==> src/rtl/core/handle_table_allocator_defines.svh <==
// assertion macros for the handle table allocator
// used by the controller and the datapath; assumes clk_i and rst_ni in scope
`ifndef HANDLE_TABLE_ALLOCATOR_DEFINES_SVH
`define HANDLE_TABLE_ALLOCATOR_DEFINES_SVH

`ifndef ASSERT_OFF
`define HTA_ASSERT(name, prop, msg) \
  name: assert property (@(posedge clk_i) disable iff (!rst_ni) (prop)) else $error(msg);
`define HTA_ASSERT_NEXT(name, ante, cons, msg) \
  name: assert property (@(posedge clk_i) disable iff (!rst_ni) (ante) |=> (cons)) \
    else $error(msg);
`else
`define HTA_ASSERT(name, prop, msg)
`define HTA_ASSERT_NEXT(name, ante, cons, msg)
`endif

`endif

==> src/rtl/core/hta_pkg.sv <==
// shared types for the handle table allocator
// item structs, action and status codes, controller commands; no dependencies
package hta_pkg;

  typedef enum logic [1:0] {
    ACT_ADD_AUTO = 2'd0,
    ACT_ADD_AT   = 2'd1,
    ACT_DELETE   = 2'd2,
    ACT_FIND     = 2'd3
  } action_e;

  typedef enum logic [1:0] {
    STAT_OK       = 2'd0,
    STAT_FULL     = 2'd1,
    STAT_OCCUPIED = 2'd2,
    STAT_EMPTY    = 2'd3
  } status_e;

  localparam int HandleBits = 8;
  localparam int WordBits   = 32;
  localparam int HandleSpace = 1 << HandleBits;
  localparam int GroupBits  = 16;
  localparam int NumGroups  = HandleSpace / GroupBits;

  typedef struct packed {
    action_e               action;
    logic [HandleBits-1:0] handle;
    logic [WordBits-1:0]   value;
  } in_item_t;

  typedef struct packed {
    logic [HandleBits-1:0] result_handle;
    logic [WordBits-1:0]   result_value;
    status_e               status;
  } out_item_t;

  typedef struct packed {
    logic load;
    logic commit;
  } cmd_t;

endpackage

==> src/rtl/core/hta_ctrl.sv <==
// controller for the handle table allocator
// two-state sequencer and output valid flag; uses hta_pkg and the defines header
`include "handle_table_allocator_defines.svh"

module hta_ctrl (
  input  logic         clk_i,
  input  logic         rst_ni,
  input  logic         in_valid_i,
  output logic         in_ready_o,
  output logic         out_valid_o,
  input  logic         out_ready_i,
  output hta_pkg::cmd_t cmd_o
);
  import hta_pkg::*;

  typedef enum logic [1:0] {
    ST_IDLE = 2'b01,
    ST_EXEC = 2'b10
  } state_e;

  state_e state_q, state_d;
  logic   out_valid_q, out_valid_d;
  cmd_t   cmd;

  always_comb begin
    cmd.load   = (state_q == ST_IDLE) && in_valid_i;
    cmd.commit = (state_q == ST_EXEC) && (!out_valid_q || out_ready_i);
  end

  always_comb begin
    unique case (state_q)
      ST_IDLE: state_d = cmd.load ? ST_EXEC : ST_IDLE;
      ST_EXEC: state_d = cmd.commit ? ST_IDLE : ST_EXEC;
      default: state_d = ST_IDLE;
    endcase
  end

  assign out_valid_d = cmd.commit || (out_valid_q && !out_ready_i);

  always_ff @(posedge clk_i or negedge rst_ni) begin
    if (!rst_ni) begin
      state_q     <= ST_IDLE;
      out_valid_q <= 1'b0;
    end else begin
      state_q     <= state_d;
      out_valid_q <= out_valid_d;
    end
  end

  assign in_ready_o  = (state_q == ST_IDLE);
  assign out_valid_o = out_valid_q;
  assign cmd_o       = cmd;

  `HTA_ASSERT_NEXT(a_load_to_exec, cmd.load, state_q == ST_EXEC, "load did not enter exec")
  `HTA_ASSERT_NEXT(a_commit_gives_item, cmd.commit, out_valid_q && state_q == ST_IDLE, "commit lost result")
  `HTA_ASSERT_NEXT(a_exec_holds, state_q == ST_EXEC && !cmd.commit, state_q == ST_EXEC, "exec left early")
  `HTA_ASSERT(a_no_overwrite, !(cmd.commit && out_valid_q && !out_ready_i), "pending result overwritten")

endmodule

==> config.mk <==
export PLATFORM = sky130hd
export DESIGN_NAME = hta_ctrl
export DESIGN_NICKNAME = d
export VERILOG_FILES = /design/src/rtl/core/hta_pkg.sv /design/src/rtl/core/hta_ctrl.sv
export VERILOG_INCLUDE_DIRS = /design/src /design/src/rtl/core
export SDC_FILE = /design/constraint.sdc
export NUM_CORES = 1
export LEC_CHECK = 0
export BUFFER_PORTS_ARGS = -buffer_cell sky130_fd_sc_hd__buf_2
export CAP_MARGIN = 15
export CORE_AREA = 8 8 45 47
export CTS_BUF_LIST = sky130_fd_sc_hd__clkbuf_4 sky130_fd_sc_hd__clkbuf_8
export CTS_CLUSTER_DIAMETER = 40
export DETAILED_ROUTE_END_ITERATION = 8
export DIE_AREA = 0 0 53 55
export PLACE_DENSITY = 0.3
export SLEW_MARGIN = 0
export SYNTH_ARGS = -nofsm -noshare
export SYNTH_HDL_FRONTEND = slang
export SYNTH_SLANG_ARGS = --single-unit
==> constraint.sdc <==
create_clock -name clk_i -period 1.5 [get_ports clk_i]
set_input_delay 0.3 -clock clk_i [delete_from_list [all_inputs] [get_ports clk_i]]
set_output_delay 0.3 -clock clk_i [all_outputs]
set_load 0.1 [all_outputs]
== Word-level counts from Yosys, hierarchy flattened ==
Cells that the tools add are included.

* Flip-flop bits (word level): 3
* Output and inout bits: 4
* Logic and storage cells: 14

* Eq/ne operators: 2
* Mux-type cells: 3
* Reduce and logical (&&, ||, !) cells: 7

{| class="wikitable"
|+ Operators with widths
! operator !! number
|-
| 2-bit two-way mux || 2
|-
| 2-bit one-hot mux with 2 select lines || 1
|-
| 1-bit logical AND || 3
|-
| 2-bit by 1-bit == test with 1-bit output (second input constant) || 1
|-
| 2-bit == test (second input constant) || 1
|-
| 1-bit zero test || 2
|-
| 1-bit logical OR || 2
|}

== Depth between registers and ports, before layout ==
Gate-level depths: netlist of run 1.

* Word-level depth: 5
* Depth in mapped cells: 4
* Gate-level depth less buffers: 4

== Worst setup path before layout of run 1 ==
No wires, ideal clock.

* Kind: register to output
* From: register out_valid_q (netlist: out_valid_o)
* To: output port cmd_o[0] (netlist bit)
* Arrival: 1.438 ns
* Required time: 1.200 ns
* Slack: -0.238 ns
* Stages on the path, launching flop included: 3
* Path buffers: 0
* Cell sequence: dfrtp_1 -> nand2b_4 -> and2_2

{| class="wikitable"
|+ RTL lines
! what !! line !! RTL
|-
| start: declaration || hta_ctrl.sv:22 || <nowiki>logic out_valid_q, out_valid_d;</nowiki>
|-
| start signal: assignment || hta_ctrl.sv:46 || <nowiki>out_valid_q <= out_valid_d;</nowiki>
|-
| end: declaration || hta_ctrl.sv:12 || <nowiki>output hta_pkg::cmd_t cmd_o</nowiki>
|}

==> results of run 1 <==
[layout make-up]
class	instances	area, um^2
well taps	16	20.0
multi-input cells	10	129
inverters	4	18.8
fillers	152	992
repair buffers	11	116
flip-flops and latches	3	77.6
clock buffers	4	30.0
[worst max path at each step]
stage	startpoint	to	slack, ns	cells after the start
after floorplan	out_valid_o	cmd_o[0]	-0.02	2
after global placement	state_q[0]	cmd_o[0]	-0.03	4
after detailed placement	state_q[0]	cmd_o[0]	-0.03	4
after CTS	state_q[0]	cmd_o[1]	-0.09	5
after global routing	state_q[0]	cmd_o[1]	-0.13	5
final	state_q[0]	cmd_o[1]	-0.07	5
[worst max-delay path: cells and delay by family (launching register included)]
family,cells,cell delay [ns]
fa+ha+maj,1,0.12
simple gates,1,0.05
flops,1,0.53
buf+inv,3,0.33
[layer usage]
layer,routed length (um),part of all wire [%],up-vias,track usage (%)
li1,-,-,83,-
met1,199,41,78,4.26
met2,237,49,5,5.66
met3,47,9.7,0,3.48
met4,0,0,0,6.47
met5,0,0,-,0
[per-stage QoR]
| stage | utilization [%] | worst slack [ns] | setup TNS [ns] |
|---|---|---|---|
| global placement | 20.5 | -0.0282 | -0.0282 |
| CTS | 28.3 | -0.0924 | -0.239 |
| floorplan | - | -0.0227 | -0.0227 |
| global route | 28.3 | -0.126 | -0.330 |
| finish | 28.3 | -0.0740 | -0.192 |
| detailed placement | 20.5 | -0.0270 | -0.0270 |
[logic make-up (layout without fill, tap and decap cells)]
group	after synthesis	after routing	synth area share, %
AO/OA/AOI/OAI	2	2	8.16
adder cells (fa/ha/maj)	3	3	20.4
buffers and inverters	4	19	8.16
flip-flops	3	3	41.5
AND/OR/NAND/NOR	5	5	21.8
[flip-flops by register name, summed over array words and instances, names as in the netlist]
register and cells:
state_q 2, out_valid_o 1
[timing repair]
item | 4_1_cts | 5_1_grt
pin swaps | 2 | 0
hold buffers | 1 | 0
resized for setup | 13 | 0
buffers inserted | 2 | 0
setup endpoints to repair | 3 | 3
hold endpoints to repair | 2 | 0
[layout by cell type, fill, tap and decap left out, drive strengths merged]
cell / n
a21oi: 1
a221o: 1
and2: 1
buf: 10
clkbuf: 4
clkinvlp: 1
dfrtp: 2
dfstp: 1
dlygate4sd3: 1
ha: 3
inv: 3
nand2: 1
nand2b: 1
nand3b: 1
or2b: 1
==> summary.txt, run 1 <==
Floorplan
  • Initial Utilization: 13.3%
  • Die Wd: 53 um
  • FP Rows: 14
  • Core Region: 1380 um^2
  • I/O pin cnt: 8
  • Area of the die: 2920 um^2
  • Die height: 55 um

Synth
  • Synth area leaders: dfrtp_1 (27%), ha_1 (20%), dfstp_2 (14%), inv_1 (8.2%), nand2b_4 (7.5%)
  • Library cells used by synthesis: 11
  • Post-Synthesis Cells: 17
  • Top_reg_cell synth: dfrtp_1
  • Synth async-reset ratio: 100%
  • Syn_nets: 24
  • Post-synthesis sequential area ratio: 41.5%
  • Yosys top cell area share: 27.2%
  • Flops & latches, synth: 3
  • Synth area leader: dfrtp_1
  • Synth warn: 0
  • Top cells by count, synth: inv_1 (4), ha_1 (3), dfrtp_1 (2)
  • Post-Syn Area: 184 um^2
  • Top-count cell post-synth: inv_1
  • EDFF count, synth: 0
  • Mean post-synth cell area: 10.8 um^2

Critical path
  • RR Startpoint: state_q[0]
  • CP peak stage delay: 0.53 ns
  • Register-to-Register Setup Slack: 0.24 ns
  • Reg2reg end: state_q[0]
  • Crit path max fanout: 2
  • Slowest CP cell: dfstp_2
  • Kind of critical path: flip-flop to output port
  • WP data required: 1.20 ns
  • Path depth of the worst reg2reg path: 4
  • Critical path arrival: 1.27 ns
  • Startpoint types: flip-flop
  • Crit-path cells: buf_6 -> ha_4 -> nand2_4 -> clkinvlp_4 -> buf_12
  • Crit. End Element: output port

Clocking
  • Clock-pin slew on the worst setup and hold paths: 0.04 ns
  • CTS tree: built
  • Clock Path Buffers: 2
  • Inserted Clock Buffers: 3
  • CTS sink cnt: 3
  • CTS H-tree lvls: 1
  • Root buffer cell: clkbuf_4
  • Clock Latency Late Sink: 0.23 ns

Final layout
  • Share of layout cells above drive strength 1: 75.0%
  • N_diodes: 0
  • Fin cells: 48
  • Final net count: 40
  • Area Growth Syn to Fin: 113%
  • Post-route cell area: 392 um^2

Drt
  • DRC: 0
  • Wirelength per Cell: 10.1 um
  • Vias per cell: 3.46
  • Starting DRT DRC Count: 0
  • Via count: 166
  • Routed wire length: 485 um
  • ANT nets after route: 0
  • Drt pass-1 iters: 1

GRT
  • Number of global-route vias before repair: 206
  • Antenna violations before repair: 0
  • First-pass GRT wire length: 903 um
  • Total GRT Usage: 4.65%
  • Largest net degree at the start of global routing: 4
  • GRT overflow: 0

STA
  • Worst Skew: 0.000232 ns
  • Min Hold Slack: 0.354 ns
  • Max-slew violation count: 0
  • Min Clock Period, post-route: 1.57 ns
  • Final Setup Violations: 3
  • Final cycle utilization of the critical path: 105%
  • Final hold violations: 0
  • Slew headroom: 68.0%
  • FMAX: 0.635 GHz
  • Worst Max-Slew Pin Slew: 0.484 ns
  • Final setup margin: -0.0740 ns
  • Unrepaired setup endpoints after global routing: yes

Min path
  • WHS Endpoint: state_q[1]
  • Hold Crit Start: out_ready_i
  • Hold path depth: 3
  • Hold WC Path Type: input pin to flip-flop

Run
  • Max-cap violations: 0

Placement
  • Placed cell count: 41
  • Placed cell areas: 284 um^2
  • I/O Buffers: 7
  • Final Wtd Congestion: 0.645

Run status
  • Outcome: complete, but fails checks
  • Failing checks: setup timing
Power of run 1 is not shown: default switching activity piles up to over one toggle a cycle in this logic, so the estimate is an artifact.
==> run 2, diff against run 1 <==
--- a/config.mk
+++ b/config.mk
@@ -6,6 +6,7 @@
 export SDC_FILE = /design/constraint.sdc
 export NUM_CORES = 1
 export LEC_CHECK = 0
+export ABC_AREA = 1
 export BUFFER_PORTS_ARGS = -buffer_cell sky130_fd_sc_hd__buf_2
 export CAP_MARGIN = 15
 export CORE_AREA = 8 8 45 47
==> run 2 against run 1 <==
Net effect:
- final cell count grew 17%
- clock-buffer cell count stayed put
- wire length fell by 2.1%
- hold slack lost 0.0091 ns
- first-iteration DRC count grew 4
- die area is the same
- sequential share of layout area decreased by 1.5 points
- critical path type unchanged
- the flow still finishes with violations (setup timing)
- core utilization is 3.3 points higher
- critical path depth unchanged
- final area increased by 12%
- highest routed layer unchanged
- synthesized cell count is 24% higher
- critical endpoint unchanged
==> summary.txt, run 2 <==
Drt
  • Via count: 188
  • Starting DRT DRC Count: 4
  • DRC: 0
  • Met1 wire length: 198 um
  • Vias per cell: 3.36
  • Metal3 WL: 25 um
  • WL met2: 251 um
  • Wirelength per Cell: 8.48 um
  • ANT nets after route: 0
  • Routed wire length: 475 um
  • Drt pass-1 iters: 2
  • DR top layer: met3

Run
  • Max-cap violations: 0

STA
  • FMAX: 0.630 GHz
  • Slew headroom: 67.9%
  • Final setup margin: -0.0866 ns
  • Final cycle utilization of the critical path: 106%
  • Final Setup Violations: 2
  • Max-slew violation count: 0
  • Unrepaired setup endpoints after global routing: yes
  • Final hold violations: 0
  • Worst Skew: 0.000230 ns
  • Min Clock Period, post-route: 1.59 ns
  • Min Hold Slack: 0.344 ns
  • Worst Max-Slew Pin Slew: 0.485 ns

GRT
  • Antenna violations before repair: 0
  • Total GRT Usage: 4.22%
  • GRT overflow: 0
  • First-pass GRT wire length: 814 um
  • Largest net degree at the start of global routing: 4
  • Number of global-route vias before repair: 205

Synth
  • Flops & latches, synth: 3
  • Top cells by count, synth: inv_1 (7), nand2_1 (5), ha_1 (3)
  • Syn_nets: 28
  • Post-synthesis sequential area ratio: 43.0%
  • Synth warn: 0
  • Synth area leaders: dfrtp_1 (28%), ha_1 (21%), dfstp_2 (15%), inv_1 (15%), nand2_1 (11%)
  • Yosys top cell area share: 28.2%
  • Post-Synthesis Cells: 21
  • Top-count cell post-synth: inv_1
  • Synth async-reset ratio: 100%
  • Mean post-synth cell area: 8.46 um^2
  • Synth area leader: dfrtp_1
  • Library cells used by synthesis: 8
  • Top_reg_cell synth: dfrtp_1
  • EDFF count, synth: 0
  • Post-Syn Area: 178 um^2

Placement
  • Final Wtd Congestion: 0.713
  • Post-DP HPWL: 357 um
  • I/O Buffers: 7

Final layout
  • Largest register FFs: 2
  • Most frequent cells in the layout: buf_4 (6), inv_1 (4), clkbuf_4 (4), buf_2 (4)
  • Most common cell after layout, fill and taps aside: buf_4
  • Final net count: 48
  • Biggest register: state_q
  • Area Growth Syn to Fin: 146%
  • N_diodes: 0
  • Share of layout cells above drive strength 1: 72.5%

Clocking
  • Clock-pin slew on the worst setup and hold paths: 0.03 ns
  • CTS H-tree lvls: 1
  • Clock Latency Late Sink: 0.23 ns
  • CTS tree: built
  • Inserted Clock Buffers: 3
  • Clock Path Buffers: 2
  • Root buffer cell: clkbuf_4
  • CTS sink cnt: 3

Run status
  • Outcome: complete, but fails checks
  • Failing checks: setup timing

Critical path
  • Critical path arrival: 1.29 ns
  • Crit. End Element: output port
  • CP Launch Point: state_q[0]
  • RR Startpoint: state_q[0]
  • Crit path max fanout: 2
  • WP data required: 1.20 ns
  • Kind of critical path: flip-flop to output port
  • Startpoint types: flip-flop

Min path
  • Hold Crit Start: out_ready_i
  • Hold WC Path Type: input pin to flip-flop

Floorplan
  • I/O pin cnt: 8
  • Core Region: 1380 um^2
  • Die height: 55 um
  • FP Rows: 14
  • Area of the die: 2920 um^2
  • Initial Utilization: 12.8%
  • Die Wd: 53 um
-- run 2: worst max-delay path, cell delays in order, from the launching register on --
cell and delay (ns):
dfstp_2 0.53, buf_6 0.11, ha_4 0.13, nand2_4 0.05, clkinvlp_4 0.07, buf_12 0.16
-- run 2: per-layer routing --
layer,vias up,track usage [%]
met3,0,2.41
met1,85,4.13
met4,0,5.17
met5,-,0
li1,99,-
met2,4,5.66
-- run 2: final timing paths --
path	cells after the start	end	slack (ns)
max	5	cmd_o[1]	-0.09
min	4	state_q[1]	0.34
max reg2reg	7	state_q[1]	0.15
min reg2reg	2	state_q[1]	0.59
max in group asynchronous	2	state_q[0]	0.92
min in group asynchronous	2	out_valid_o	0.39
-- run 2: logic make-up (layout without fill, tap and decap cells) --
group                    count (synthesis)  count (layout)  synth area share, %
flip-flops                               3               3                 43.0
AND/OR/NAND/NOR                          6               6                 13.4
adder cells (fa/ha/maj)                  3               3                 21.1
buffers and inverters                    7              26                 14.8
AO/OA/AOI/OAI                            2               2                 7.74
-- run 2: cell type report --
class / instances / area (um^2)
well taps: 16 / 20.0
clock buffers: 4 / 30.0
multi-input cells: 11 / 128
inverters: 7 / 33.8
flip-flops and latches: 3 / 80.1
fillers: 149 / 946
repair buffers: 15 / 146
-- run 2: timing repair --
| item | CTS | global route |
|---|---|---|
| hold endpoints to repair | 2 | 0 |
| endpoints found under the setup margin | 3 | 3 |
| resized for setup | 15 | 0 |
| buffers inserted | 3 | 1 |
| pin swaps | 3 | 0 |
| hold buffers | 1 | 0 |
-- run 2: through the flow --
step                std cells  setup WS [ns]  instance area [um^2]  TNS, ns  util (%)
detailed placement         47        -0.0561                   299  -0.0561      21.6
CTS                        55         -0.106                   430   -0.211      31.1
global placement           47        -0.0506                   299  -0.0506      21.6
global route               56         -0.162                   438   -0.337      31.6
finish                     56        -0.0866                   438   -0.172      31.6
floorplan                  21         -0.108                   191   -0.108         -
Power of run 2 is left out for the same reason.
==> run 3, diff against run 2 <==
==> constraint.sdc (replaced) <==
create_clock -name clk_i -period 1.5 [get_ports clk_i]
set_input_delay 0 -clock clk_i [delete_from_list [all_inputs] [get_ports clk_i]]
set_output_delay 0 -clock clk_i [all_outputs]
set_load 0.1 [all_outputs]
==> run 3 against run 2 <==
Net effect:
- the flow now finishes without violations
- hold slack lost 0.30 ns
- core utilization shrank 9.7 points
- first-iteration DRC count shrank 100%
- setup slack gained 0.17 ns
- critical path depth is the same
- die area is the same
- clock skew grew 0.00078 ns
==> summary.txt, run 3 (synthesized netlist as in run 2, its figures left out) <==
Clocking
  • Clock Path Buffers: 2
  • CTS sink cnt: 3
  • CTS tree: built
  • CTS H-tree lvls: 1
  • Clock Latency Late Sink: 0.23 ns
  • Root buffer cell: clkbuf_4
  • Inserted Clock Buffers: 3
  • Clock-pin slew on the worst setup and hold paths: 0.03 ns

STA
  • FMAX: 0.708 GHz
  • Worst Skew: 0.00101 ns
  • Slew headroom: 67.7%
  • Worst Max-Slew Pin Slew: 0.488 ns
  • Max-slew violation count: 0
  • Unrepaired setup endpoints after global routing: no
  • Post-route setup TNS: 0 ns
  • Final hold violations: 0
  • Final cycle utilization of the critical path: 94.2%
  • Min Clock Period, post-route: 1.41 ns
  • Final Setup Violations: 0

Drt
  • Vias per cell: 3.24
  • Via count: 159
  • ANT nets after route: 0
  • Drt pass-1 iters: 1
  • DRC: 0
  • Routed wire length: 395 um
  • Starting DRT DRC Count: 0
  • Wirelength per Cell: 8.06 um

Run status
  • Outcome: complete, no violations

Min path
  • Hold Crit Start: out_ready_i
  • WHS Endpoint: state_q[1]
  • Hold WC Path Type: input pin to flip-flop
  • Hold path depth: 4

Critical path
  • Crit. End Element: output port
  • CP peak stage delay: 0.54 ns
  • Kind of critical path: flip-flop to output port
  • Startpoint types: flip-flop
  • Path depth of the worst reg2reg path: 4
  • Register-to-Register Setup Slack: 0.33 ns
  • Slowest CP cell: dfstp_2
  • Reg2reg end: state_q[0]
  • WP data required: 1.50 ns
  • Critical path's top delay family: flip-flops
  • Worst path buffer plus inverter count: 3
  • Critical path arrival: 1.41 ns
  • Crit path max fanout: 3
  • Crit-path cells: inv_1 -> ha_1 -> nand2_2 -> clkinvlp_4 -> buf_6
  • RR Startpoint: state_q[0]

Floorplan
  • Core Region: 1380 um^2
  • FP Rows: 14
  • Die Wd: 53 um
  • Die height: 55 um
  • Area of the die: 2920 um^2
  • Initial Utilization: 12.8%
  • I/O pin cnt: 8

GRT
  • Largest net degree at the start of global routing: 4
  • GRT overflow: 0
  • Antenna violations before repair: 0
  • First-pass GRT wire length: 683 um
  • Number of global-route vias before repair: 165
  • Total GRT Usage: 3.72%

Final layout
  • N_diodes: 0
  • Final net count: 41
  • Number of fill cells: 147
  • Share of layout cells above drive strength 1: 51.5%
  • Most frequent cells in the layout: inv_1 (6), buf_2 (5), nand2_1 (4), clkbuf_4 (4), ha_1 (2)
  • Area Growth Syn to Fin: 71.1%
  • Biggest register: state_q
  • Largest register FFs: 2
  • Most common cell after layout, fill and taps aside: inv_1

Placement
  • I/O Buffers: 7
  • Post-DP HPWL: 323 um
  • Final Wtd Congestion: 0.554

Run
  • Max-cap violations: 0
-- run 3: worst max path at each step --
stage	end	slack (ns)	from	cells past startpoint
detailed placement	cmd_o[0]	0.20	state_q[0]	5
floorplan	cmd_o[0]	0.15	out_valid_o	3
global route	cmd_o[0]	0.01	state_q[0]	5
global placement	cmd_o[0]	0.21	state_q[0]	5
CTS	cmd_o[0]	0.03	state_q[0]	5
finish	cmd_o[0]	0.09	state_q[0]	5
-- run 3: cell type report --
| cell class | count | area (um^2) | share of cell area, % |
|---|---|---|---|
| Clock buffer | 4 | 30.0 | 9.88 |
| Inverter | 7 | 30.0 | 9.88 |
| Multi-Input combinational cell | 11 | 80.1 | 26.3 |
| Sequential cell | 3 | 77.6 | 25.5 |
| Tap cell | 16 | 20.0 | 6.58 |
| Timing Repair Buffer | 8 | 66.3 | 21.8 |
-- run 3: worst reg2reg max path: cells and delay by family, from the launching register on --
family | cells | cell delay (ns)
compound gates | 1 | 0.14
fa+ha+maj | 1 | 0.31
buf+inv | 1 | 0.04
flops | 1 | 0.54
simple gates | 1 | 0.07
-- run 3: layer usage --
layer | vias up | share of wire (%) | GRT usage, %
met5 | - | 0 | 0
met4 | 0 | 4.3 | 5.17
met3 | 2 | 15 | 3.48
met2 | 9 | 33 | 3.52
met1 | 63 | 47 | 3.81
li1 | 85 | - | -
-- run 3: what timing repair did --
| item | in CTS | in global routing |
|---|---|---|
| hold buffers | 1 | 0 |
| hold endpoints to repair | 3 | 0 |
| buffers inserted | 0 | 0 |
| gates resized for setup | 2 | 1 |
| endpoints found under the setup margin | 1 | 1 |
-- run 3: stage by stage --
step	instance area, um^2	util (%)	cells	setup WS, ns	hold WS [ns]
global placement	255	18.4	44	0.208	-0.203
detailed placement	255	18.4	44	0.204	-0.204
global route	304	22.0	49	0.0122	0.0690
finish	304	22.0	49	0.0873	0.0460
CTS	302	21.8	49	0.0345	0.0247
floorplan	185	-	21	0.154	-0.296
Power of run 3 is left out for the same reason.
